[config.mk]
export PLATFORM = sky130hd
export DESIGN_NAME = dgbp_fifo
export DESIGN_NICKNAME = d
export VERILOG_FILES = /design/src/rtl/dgbp_fifo.sv
export SDC_FILE = /design/constraint.sdc
export NUM_CORES = 1
export LEC_CHECK = 0
export BUFFER_PORTS_ARGS = -buffer_cell sky130_fd_sc_hd__buf_2
export CAP_MARGIN = 40
export CORE_MARGIN = 2
export CORE_UTILIZATION = 48
export DETAILED_ROUTE_END_ITERATION = 8
export PLACE_DENSITY_LB_ADDON = 0.3
export SLEW_MARGIN = 20
export SYNTH_ARGS = -nofsm -noshare
export SYNTH_HDL_FRONTEND = slang
export SYNTH_SLANG_ARGS = --single-unit
[constraint.sdc]
create_clock -name clk -period 1.6 [get_ports clk]
set_input_delay 0.32 -clock clk [delete_from_list [all_inputs] [get_ports clk]]
set_output_delay 0.32 -clock clk [all_outputs]
set_load 0.005 [all_outputs]
[src/rtl/dgbp_fifo.sv]
// Small synchronous queue of flat words, DEPTH a power of two.
// No dependencies.
`default_nettype none

module dgbp_fifo #(
    parameter int WIDTH = 8,
    parameter int DEPTH = 2
) (
    input  wire logic             clk,
    input  wire logic             rst_n,
    input  wire logic             push,
    input  wire logic [WIDTH-1:0] push_data,
    output logic                  full,
    input  wire logic             pop,
    output logic [WIDTH-1:0]      pop_data,
    output logic                  empty
);

    localparam int PTR_W = (DEPTH > 1) ? $clog2(DEPTH) : 1;

    logic [WIDTH-1:0] slot_mem [DEPTH];
    logic [PTR_W-1:0] wr_ptr_reg, wr_ptr_next;
    logic [PTR_W-1:0] rd_ptr_reg, rd_ptr_next;
    logic [PTR_W:0]   count_reg, count_next;
    logic             do_push, do_pop;

    assign full     = (count_reg == (PTR_W+1)'(DEPTH));
    assign empty    = (count_reg == '0);
    assign do_push  = push && !full;
    assign do_pop   = pop && !empty;
    assign pop_data = slot_mem[rd_ptr_reg];

    always_comb
    begin
        wr_ptr_next = do_push ? wr_ptr_reg + 1'b1 : wr_ptr_reg;
        rd_ptr_next = do_pop ? rd_ptr_reg + 1'b1 : rd_ptr_reg;
        count_next  = count_reg;
        if (do_push && !do_pop)
            count_next = count_reg + 1'b1;
        else if (do_pop && !do_push)
            count_next = count_reg - 1'b1;
    end

    always_ff @(posedge clk or negedge rst_n)
    begin
        if (!rst_n)
        begin
            wr_ptr_reg <= '0;
            rd_ptr_reg <= '0;
            count_reg  <= '0;
        end
        else
        begin
            wr_ptr_reg <= wr_ptr_next;
            rd_ptr_reg <= rd_ptr_next;
            count_reg  <= count_next;
        end
    end

    always_ff @(posedge clk)
    begin
        if (do_push)
            slot_mem[wr_ptr_reg] <= push_data;
    end

endmodule

`default_nettype wire

==> results by stage <==
Status:
- The run finished, with violations left.
- The final reports fail on setup timing.

Clock tree:
- The later pin in the worst-skew pair is clocked with a latency of 0.29 ns.
- The tree is rooted in a clkbuf_4.
- The CTS buffer count is 3.
- Counting along the longest clock path gives a buffer depth of 2.
- The TritonCTS sink count is 20.
- The clock tree from TritonCTS is done.
- The number of H-tree levels is 1.
- The clock-pin slew reported for the worst setup and hold paths after clock tree synthesis is 0.10 ns.

Final layout:
- The register with the most flip-flops in the layout has 16 of them.
- The layout has ~120 filler cells.
- The post-route cell area is roughly 1000 sq um.
- In the final layout, the share of cells above drive strength 1 is 0.487.
- In the layout the commonest cells are 22 x buf_2, 16 x edfxtp_1, 6 x mux2_1, 6 x buf_4.
- The layout net count is 90.
- The commonest non-fill, non-tap cell in the layout is buf_2.
- The number of antenna diodes in the final layout is 0.
- The area overhead of the layout relative to synthesis is 26.7%.

Synth:
- The number of synthesis warnings is 0.
- The post-synthesis area per instance is 17.8 sq um.
- Of the synthesized area, sequential elements account for 0.742.
- The register bit count reported by yosys is 20.
- The summed instance area of the synthesized netlist is around 780 sq um.
- The number of nets produced by synthesis is 57.
- The number of distinct library cells after synthesis is 15.
- The count of mapped cells out of synthesis is 44.

Timing:
- The worst slew margin relative to its limit is 0.724.
- The final-layout setup total negative slack is -0.0401 ns.
- Setup repair after global routing could not meet its margin everywhere.
- The final period utilization is 1.01.
- The final hold violation count is 0.
- The transition time at the pin with the least slew margin is 0.415 ns.
- Across the routed clock network, the largest skew measured is 0.00352 ns.
- The minimum hold slack is around 0.21 ns.
- The number of setup violations in the final report is 6.
- The time the worst path needs with I/O delays and setup is 1.61 ns.
- The highest attainable clock frequency is just over 600 MHz.
- The least setup slack across all paths after layout is -0.0117 ns.
- The number of pins exceeding their max-slew limit in the final report came to 0.

Setup path:
- The critical path endpoint category is a primary output.
- The element type at the critical path start is a flop.
- Along the worst path, the maximum fanout reaches 5.
- The critical path in this run is classified as flop to primary output.
- For the worst setup path, the data required time is between 1 and 1.5 ns.
- At the worst endpoint, the arrival time is between 1 and 1.5 ns.

Power and ir drop:
- The cell leakage power is 0.425 nW.
- The maximum VDD drop is between 1 and 1.5 mV.
- The total power divided by cell area is 1680 nW/um^2.

Floorplan:
- The die covers 1970 sq um.
- The core region area is 1520 sq um.
- The top-level I/O count is 22.
- The die is between 40 and 50 um wide.
- The number of placement rows is 14.
- The die is roughly 44 um tall.
- For this configuration, the core starts out at a cell density of 0.513.

Drt:
- After detailed routing, the average wire length per cell comes to 13.5 um.
- Using the TritonRoute via totals, the vias-per-cell ratio works out to 5.07.
- Summed over all layers, the routed wires come to 1240 um.
- The vias after detailed routing is around 470.
- The length of the first detailed-routing pass in iterations is 4.
- In this run, the number of DRC markers left after iteration 0 of detailed routing was 7.
- In the routed design, unresolved DRC markers number 0.
- The count of nets left with antenna violations after detail routing is 0.

Placed design:
- The quantity of I/O buffers inserted on ports is 21.
- At the end of routability-driven placement, the weighted congestion stood at roughly 0.60.
- Detailed placement finished with a half-perimeter wire length of 806 um.
- The area of placed instances is 917 sq um.

Global routing:
- The residual overflow from global routing is 0.
- The via count of the first global-routing pass was 439.
- Across every metal layer, demand over resource in global routing totals 0.136.
- Entering global routing, the biggest net connects 12 pins.
- The wire length of the first global-routing pass is 1850 um.
- The initial antenna violation count came to 0.

Run:
- The count of max-cap constraint violations is 0.

Min path:
- The worst hold path belongs to the class input port to flop.
-- through the flow --
| step | power (mW) | util | instances | setup slack (ns) |
|---|---|---|---|---|
| floorplan | 1.16 | - | 44 | 0.208 |
| global placement | 1.35 | 0.602 | 82 | 0.141 |
| finish | 1.66 | 0.650 | 92 | -0.0117 |
| CTS | 1.60 | 0.626 | 87 | -0.0243 |
| detailed placement | 1.37 | 0.602 | 82 | 0.111 |
| global route | 1.78 | 0.650 | 92 | -0.0633 |
-- worst paths after layout --
path | start | end | slack, ns | depth (start not counted)
min reg2reg | count_reg[1] | count_reg[1] | 0.53 | 1
max | rd_ptr_reg | pop_data[4] | -0.01 | 3
max in group asynchronous | rst_n | rd_ptr_reg | 1.12 | 2
min | push_data[6] | slot_mem[0][6] | 0.21 | 1
min in group asynchronous | rst_n | count_reg[0] | 0.35 | 2
max reg2reg | count_reg[0] | count_reg[1] | 0.13 | 7
-- logic make-up (layout without fill, tap and decap cells) --
kind of cell,Yosys count,count (layout),synth area share
flops,20,20,0.742
mux,8,8,0.115
simple gates,6,6,0.0384
xor+xnor,5,5,0.0656
buf+inv,3,35,0.0160
fa+ha+maj,1,1,0.0160
compound gates,1,1,0.00639
-- synth_stat cells --
cell type | count | area [sq um]
nand2_2 | 1 | 6.26
xnor2_2 | 1 | 16.3
mux2_1 | 6 | 67.6
nor2_1 | 3 | 11.3
mux2_2 | 2 | 22.5
xor2_1 | 2 | 17.5
xnor2_1 | 2 | 17.5
and3_1 | 1 | 6.26
inv_1 | 2 | 7.51
nand2b_1 | 1 | 6.26
ha_1 | 1 | 12.5
buf_2 | 1 | 5.00
edfxtp_1 | 16 | 480
dfrtp_1 | 4 | 100
o21ai_1 | 1 | 5.00
-- power breakdown --
group,switching (mW),leakage (nW),internal [mW]
registers,0.0686,0.193,0.732
logic,0.287,0.216,0.344
clock network,0.141,0.0154,0.0907
total,0.496,0.425,1.17
-- what timing repair did --
action                     in CTS  in global routing
hold buffers                    1                  0
buffers inserted                0                  5
resized for setup               1                  1
hold endpoints to repair        4                  0
pin swaps                       0                  1
setup endpoints to repair       8                  9
-- metal layers --
metal  vias up  global-route usage  wire length [um]
met5         -                   0                 0
met4         0              0.0727                17
met3         4              0.0245                66
met2        20               0.241               637
met1       221               0.155               519
li1        221                   -                 -
-- critical path: stages (launching register included) --
cell     delay, ns
dfrtp_2       0.41
buf_4         0.16
mux2_1        0.31
buf_2         0.13
-- layout make-up --
| type | count | area [sq um] | share of cell area |
|---|---|---|---|
| Sequential cell | 20 | 583 | 0.588 |
| Multi-Input combinational cell | 21 | 189 | 0.191 |
| Timing Repair Buffer | 29 | 165 | 0.167 |
| Clock buffer | 3 | 22.5 | 0.0227 |
| Tap cell | 16 | 20.0 | 0.0202 |
| Inverter | 2 | 7.51 | 0.00758 |
| Clock inverter | 1 | 3.75 | 0.00379 |
Power figures use the tool's default switching activity.
