`config.mk`:
```
export PLATFORM = sky130hd
export DESIGN_NAME = dgbp_front
export DESIGN_NICKNAME = d
export VERILOG_FILES = /design/src/rtl/dgbp_pkg.sv /design/src/rtl/dgbp_front.sv
export SDC_FILE = /design/constraint.sdc
export NUM_CORES = 1
export LEC_CHECK = 0
export ABC_AREA = 1
export BUFFER_PORTS_ARGS = -buffer_cell sky130_fd_sc_hd__buf_2
export CAP_MARGIN = 25
export CELL_PAD_IN_SITES_DETAIL_PLACEMENT = 1
export CELL_PAD_IN_SITES_GLOBAL_PLACEMENT = 2
export CORE_UTILIZATION = 30
export DETAILED_ROUTE_END_ITERATION = 16
export PLACE_DENSITY_LB_ADDON = 0.25
export SLEW_MARGIN = 20
export SYNTH_ARGS = -nofsm -noshare
export SYNTH_HDL_FRONTEND = slang
export SYNTH_SLANG_ARGS = --single-unit
```
`constraint.sdc`:
```
create_clock -name clk -period 4.9 [get_ports clk]
set_clock_uncertainty 0.2 [all_clocks]
set_input_delay 0.98 -clock clk [delete_from_list [all_inputs] [get_ports clk]]
set_output_delay 0.98 -clock clk [all_outputs]
set_load 0.02 [all_outputs]
```
`src/rtl/dgbp_pkg.sv`:
```
// Package for the dithered gray bit-plane packer.
// Holds the transaction structs, register indexes, defaults and the quantiser.
// No dependencies.
`default_nettype none

package dgbp_pkg;

    localparam int PANEL_WIDTH_DEF = 800;
    localparam int PANEL_ROWS_DEF  = 480;

    localparam int CFG_INDEX_W = 2;
    localparam logic [CFG_INDEX_W-1:0] REG_DITHER_ENABLE = 2'd0;
    localparam logic [CFG_INDEX_W-1:0] REG_MONO_MODE     = 2'd1;

    localparam logic KIND_WRITE = 1'b0;
    localparam logic KIND_READ  = 1'b1;

    localparam int MID_DEPTH = 2;
    localparam int OUT_DEPTH = 2;

    typedef struct packed {
        logic        kind;
        logic [7:0]  luma;
        logic [9:0]  origin_x;
        logic [8:0]  origin_y;
        logic [9:0]  col_offset;
        logic [8:0]  row_offset;
        logic [15:0] read_address;
    } item_t;

    typedef struct packed {
        logic [1:0]  gray_level;
        logic [15:0] byte_address;
        logic [7:0]  plane_low_byte;
        logic [7:0]  plane_high_byte;
        logic        out_of_range;
    } result_t;

    // Classified command from front to back; the plane address travels beside it.
    typedef struct packed {
        logic        is_read;
        logic        oor;
        logic [1:0]  level;
        logic [2:0]  bit_sel;
        logic [15:0] byte_address;
    } cmd_t;

    function automatic logic [3:0] bayer(input logic [1:0] yl, input logic [1:0] xl);
        logic [3:0] b;
        case ({yl, xl})
            4'h0: b = 4'd0;
            4'h1: b = 4'd8;
            4'h2: b = 4'd2;
            4'h3: b = 4'd10;
            4'h4: b = 4'd12;
            4'h5: b = 4'd4;
            4'h6: b = 4'd14;
            4'h7: b = 4'd6;
            4'h8: b = 4'd3;
            4'h9: b = 4'd11;
            4'hA: b = 4'd1;
            4'hB: b = 4'd9;
            4'hC: b = 4'd15;
            4'hD: b = 4'd7;
            4'hE: b = 4'd13;
            4'hF: b = 4'd5;
            default: b = 4'd0;
        endcase
        return b;
    endfunction

    function automatic logic [1:0] quantise(
        input logic [7:0] luma,
        input logic [1:0] xl,
        input logic [1:0] yl,
        input logic       mono,
        input logic       dith
    );
        logic [3:0]  b;
        logic [9:0]  s;
        logic [1:0]  base;
        logic [9:0]  frac;
        logic [11:0] thr;
        logic [2:0]  lvl;
        logic [1:0]  q;
        b = bayer(yl, xl);
        s = {1'b0, luma, 1'b0} + {2'b00, luma};
        if (s >= 10'd765)
            base = 2'd3;
        else if (s >= 10'd510)
            base = 2'd2;
        else if (s >= 10'd255)
            base = 2'd1;
        else
            base = 2'd0;
        case (base)
            2'd0:    frac = s;
            2'd1:    frac = s - 10'd255;
            2'd2:    frac = s - 10'd510;
            default: frac = s - 10'd765;
        endcase
        thr = (12'(b) * 12'd255) >> 4;
        lvl = {1'b0, base} + 3'({2'b00, frac} > thr);
        if (mono) begin
            if (dith)
                q = (luma > {b, 4'h8}) ? 2'd3 : 2'd0;
            else
                q = luma[7] ? 2'd3 : 2'd0;
        end
        else if (!dith)
            q = luma[7:6];
        else
            q = (lvl > 3'd3) ? 2'd3 : lvl[1:0];
        return q;
    endfunction

endpackage

`default_nettype wire

```
`src/rtl/dgbp_front.sv`:
```
// Front end: config registers, input register, coordinate/address math and quantiser.
// Depends on dgbp_pkg.
`default_nettype none

module dgbp_front #(
    parameter int PANEL_WIDTH = dgbp_pkg::PANEL_WIDTH_DEF,
    parameter int PANEL_ROWS  = dgbp_pkg::PANEL_ROWS_DEF,
    localparam int ROW_BYTES   = (PANEL_WIDTH + 7) / 8,
    localparam int PLANE_BYTES = ROW_BYTES * PANEL_ROWS,
    localparam int ADDR_W      = (PLANE_BYTES > 1) ? $clog2(PLANE_BYTES) : 1,
    localparam int CMD_W       = $bits(dgbp_pkg::cmd_t) + ADDR_W
) (
    input  wire logic                           clk,
    input  wire logic                           rst_n,
    input  wire dgbp_pkg::item_t                item,
    input  wire logic                           push,
    output logic                                full,
    input  wire logic                           cfg_valid,
    output logic                                cfg_ready,
    input  wire logic [dgbp_pkg::CFG_INDEX_W-1:0] cfg_index,
    input  wire logic                           cfg_data,
    input  wire logic                           clearing,
    output logic                                cmd_push,
    output logic [CMD_W-1:0]                    cmd_data,
    input  wire logic                           cmd_full
);

    logic        dither_enable_reg;
    logic        mono_mode_reg;
    logic        f1_valid_reg, f1_valid_next;
    logic        f1_kind_reg;
    logic [7:0]  f1_luma_reg;
    logic [10:0] f1_x_reg;
    logic [9:0]  f1_y_reg;
    logic [15:0] f1_raddr_reg;
    logic        accept;

    logic              x_in, y_in, rd_in;
    logic [ADDR_W-1:0] row_base, wr_addr, mem_addr;
    dgbp_pkg::cmd_t    cmd;

    assign cfg_ready = 1'b1;
    assign full      = clearing || (f1_valid_reg && cmd_full);
    assign accept    = push && !full;
    assign cmd_push  = f1_valid_reg && !cmd_full;

    always_ff @(posedge clk or negedge rst_n)
    begin
        if (!rst_n)
        begin
            dither_enable_reg <= 1'b0;
            mono_mode_reg     <= 1'b1;
        end
        else if (cfg_valid)
        begin
            case (cfg_index)
                dgbp_pkg::REG_DITHER_ENABLE: dither_enable_reg <= cfg_data;
                dgbp_pkg::REG_MONO_MODE:     mono_mode_reg     <= cfg_data;
                default: ;
            endcase
        end
    end

    always_comb
    begin
        f1_valid_next = f1_valid_reg;
        if (accept)
            f1_valid_next = 1'b1;
        else if (cmd_push)
            f1_valid_next = 1'b0;
    end

    always_ff @(posedge clk or negedge rst_n)
    begin
        if (!rst_n)
            f1_valid_reg <= 1'b0;
        else
            f1_valid_reg <= f1_valid_next;
    end

    always_ff @(posedge clk)
    begin
        if (accept)
        begin
            f1_kind_reg  <= item.kind;
            f1_luma_reg  <= item.luma;
            f1_x_reg     <= {1'b0, item.origin_x} + {1'b0, item.col_offset};
            f1_y_reg     <= {1'b0, item.origin_y} + {1'b0, item.row_offset};
            f1_raddr_reg <= item.read_address;
        end
    end

    always_comb
    begin
        x_in     = ({1'b0, f1_x_reg} < 12'(PANEL_WIDTH));
        y_in     = ({2'b00, f1_y_reg} < 12'(PANEL_ROWS));
        rd_in    = ({16'd0, f1_raddr_reg} < 32'(PLANE_BYTES));
        row_base = ADDR_W'(f1_y_reg) * ADDR_W'(ROW_BYTES);
        wr_addr  = row_base + ADDR_W'(f1_x_reg[10:3]);

        if (f1_kind_reg == dgbp_pkg::KIND_READ)
        begin
            cmd.is_read      = 1'b1;
            cmd.oor          = !rd_in;
            cmd.level        = 2'd0;
            cmd.bit_sel      = 3'd0;
            cmd.byte_address = f1_raddr_reg;
            mem_addr         = rd_in ? ADDR_W'(f1_raddr_reg) : '0;
        end
        else
        begin
            cmd.is_read      = 1'b0;
            cmd.oor          = !(x_in && y_in);
            cmd.level        = dgbp_pkg::quantise(f1_luma_reg, f1_x_reg[1:0], f1_y_reg[1:0],
                                                  mono_mode_reg, dither_enable_reg);
            cmd.bit_sel      = f1_x_reg[2:0];
            cmd.byte_address = cmd.oor ? 16'd0 : 16'(wr_addr);
            mem_addr         = cmd.oor ? '0 : wr_addr;
        end
        cmd_data = {cmd, mem_addr};
    end

endmodule

`default_nettype wire

```
==> impl_metrics.json <==
{
  "final_common_cell": "nand2_1",
  "syn_inst": 779,
  "vdd_drop_max_mv": 0.151,
  "globalRouteOverflowTotal": 0,
  "clkTransAtPathRegs_ns": 0.07,
  "synth_cell_types": 50,
  "period_needed_ns": 5.90,
  "core_um2": 19700,
  "synth_warnings": 0,
  "wl_met2_um": 8410,
  "r2r_end": "f1_luma_reg[2]",
  "clock_tree.buffer_depth": 2,
  "p_switching_w": 0.00131,
  "wl_um": 18700,
  "maxSlewHeadroom_pct": 54.2,
  "wl_per_cell_um": 14.6,
  "cts_tree": "done",
  "initial_core_util_pct": 30.9,
  "slew_violations": 0,
  "rows": 51,
  "cts_buffers": 5,
  "io-pin-count": 114,
  "rr_startpoint": "f1_valid_reg",
  "reg2reg_depth": 4,
  "grt_pass1_wl_um": 29600,
  "async_reset_ff_share_pct": 5.66,
  "fmax_mhz": 169,
  "pwr-share-comb_pct": 67.4,
  "drt_iter0_drc": 148,
  "slowest_stage": "fa_2",
  "vias_per_cell": 4.59,
  "io_buffers": 112,
  "worstMarginPinSlew_ns": 0.686,
  "routabilityCongestion": 0.846,
  "rsz0062_at_grt": "yes",
  "vias": 5874,
  "critPathMaxStageDelay_ns": 0.58,
  "fin_ws_ns": -1.00,
  "tns_ns": -1.96,
  "holdBufCountCts": 0,
  "final_hold_viol_count": 0,
  "layout_common_cells": "nand2_1 (167), buf_4 (123), buf_2 (103)",
  "syn2layout_area_growth_pct": 41.3,
  "cp-endpoint": "cmd_data[35]",
  "synthFlopType": "edfxtp_1",
  "dieArea_um2": 20800,
  "synth_edf_count": 46,
  "grt_max_degree": 33,
  "clk_latency_ns": 0.30,
  "final_nets": 1197,
  "clock-sinks": 53,
  "seq_area_frac_synth_pct": 25.3,
  "power_frac_seq_pct": 18.7,
  "netlist_area_um2": 6080,
  "dr.max_layer_used": "met4",
  "outcome": "finished, violations left",
  "chipWidth_um": 144,
  "place_hpwl_um": 15300,
  "wl_met3_um": 833,
  "die_y_um": 144,
  "wl_met1_um": 9260,
  "ys_ff_latch": 53,
  "dp.cells": 1243,
  "required_ns": 3.72,
  "placed_cell_area_um2": 7670,
  "violations": "negative setup slack",
  "avgSynthCellArea_um2": 7.80,
  "p_leak_nw": 4.31,
  "groute.usage.overall_pct": 18.3,
  "dr.pass1.iters": 4,
  "switching_share_pct": 43.9,
  "period_share_pct": 120,
  "worstPathArrival_ns": 4.72,
  "syn-num-nets": 963,
  "h-tree-depth": 2,
  "start_kind": "flop",
  "antenna_found_initial": 2,
  "hold_path.class": "input port to asynchronous set/reset pin",
  "power_frac_clock_pct": 13.8,
  "stdcell_count": 1280,
  "worstPathMaxFanout": 2,
  "internal-power_w": 0.00167,
  "remaining_drc_errors": 0,
  "largest_register_ffs": 16,
  "endpoint_kind": "primary output",
  "crit_path_frequent_cell": "nand2_2",
  "cts_root_buffer": "clkbuf_16",
  "crit_type": "flop to primary output",
  "maxCapViolCount": 0,
  "ant_nets": 0,
  "final-setup-viol-count": 2,
  "drive_gt1_share_pct": 35.9,
  "power_density_nw_per_um2": 347,
  "num-fill-cells": 2461,
  "rrSetupSlack_ns": 2.57,
  "final_area_um2": 8590,
  "grt_pass1_vias": 5922
}
-- cells in the mapped netlist, types with 3 or more instances --
cell type / number / share of area (%)
nor2_2: 5 / 0.51
fa_1: 14 / 4.6
clkbuf_1: 3 / 0.19
o21ai_0: 39 / 3.2
dfxtp_1: 4 / 1.3
a21o_1: 3 / 0.37
inv_2: 6 / 0.37
nand3b_1: 3 / 0.37
or2_2: 3 / 0.31
inv_1: 104 / 6.4
nand2_1: 186 / 11
o21ai_2: 4 / 0.58
xnor2_1: 9 / 1.3
nand3_2: 4 / 0.66
nor2_4: 5 / 0.93
nand2_2: 6 / 0.62
nand4_1: 12 / 1.2
a21oi_1: 43 / 3.5
xor2_1: 34 / 4.9
nand3_1: 47 / 3.9
o21ai_1: 4 / 0.33
nor2_1: 54 / 3.3
o21bai_1: 4 / 0.49
edfxtp_1: 46 / 23
nor3_1: 8 / 0.66
ha_1: 98 / 20
-- worst min-delay path by stage --
| stage | from | endpoint | cells after the start |
|---|---|---|---|
| 2_1_floorplan | mono_mode_reg | mono_mode_reg | 2 |
| 3_3_place_gp | mono_mode_reg | mono_mode_reg | 2 |
| 3_5_place_dp | mono_mode_reg | mono_mode_reg | 2 |
| 4_1_cts | rst_n | f1_valid_reg | 1 |
| 5_1_grt | rst_n | f1_valid_reg | 1 |
| 6_report | rst_n | f1_valid_reg | 1 |
-- power by group through the flow --
stage,clock network [W],registers [W],logic [W]
2_1_floorplan,0,0.000566,0.00106
3_3_place_gp,0,0.000568,0.00156
5_1_grt,0.000436,0.000562,0.00225
4_1_cts,0.000424,0.000559,0.00177
6_report,0.000412,0.000558,0.00201
3_5_place_dp,0,0.000568,0.00160
-- critical path, delay by kind of cell (launching register included) --
family	cells	cell delay [ns]
XOR/XNOR	1	0.15
buffers and inverters	4	0.25
AND/OR/NAND/NOR	16	1.13
flip-flops	1	0.35
adder cells (fa/ha/maj)	5	1.89
AO/OA/AOI/OAI	5	0.66
-- layer usage --
layer,track usage [%],vias up
li1,-,3054
met1,25.2,2698
met2,29.8,112
met3,3.48,10
met4,3.43,0
met5,0,-
-- logic make-up (layout without fill, tap and decap cells) --
family                   after synthesis  after routing  share of synthesized area, %
AND/OR/NAND/NOR                      337            337                          24.7
flip-flops                            53             53                          25.3
other                                  1              2                        0.0617
XOR/XNOR                              43             43                          6.19
AO/OA/AOI/OAI                        114            114                          11.3
buffers and inverters                119            354                          7.66
adder cells (fa/ha/maj)              112            112                          24.8
-- per-stage QoR --
stage | utilization [%] | power [W] | hold slack [ns] | setup WS (ns)
5_1_grt | 43.7 | 0.00325 | 0.252 | -1.35
2_1_floorplan | - | 0.00163 | 0.273 | -0.541
6_report | 43.7 | 0.00298 | 0.258 | -1.00
4_1_cts | 41.7 | 0.00275 | 0.255 | -0.971
3_3_place_gp | 39.0 | 0.00213 | 0.309 | -0.663
3_5_place_dp | 39.0 | 0.00216 | 0.307 | -0.796
-- timing repair --
action                                  in CTS  in global routing
endpoints found under the setup margin      13                 14
buffers inserted                            12                 17
endpoints found under the hold margin        0                  0
gates resized for setup                     61                 62
pin swaps                                   37                 46
-- cell type report --
cell class                 count  area (um^2)  area share (%)
multi-input combinational    607         4590            53.5
sequential                    53         1540            18.0
timing repair buffer         234         1530            17.8
inverter                     112          429            5.00
tap                          265          332            3.86
clock buffer                   7          154            1.79
clock inverter                 1         8.76           0.102
antenna                        1         2.50          0.0291
No activity file was read; power rests on OpenSTA's default activity.
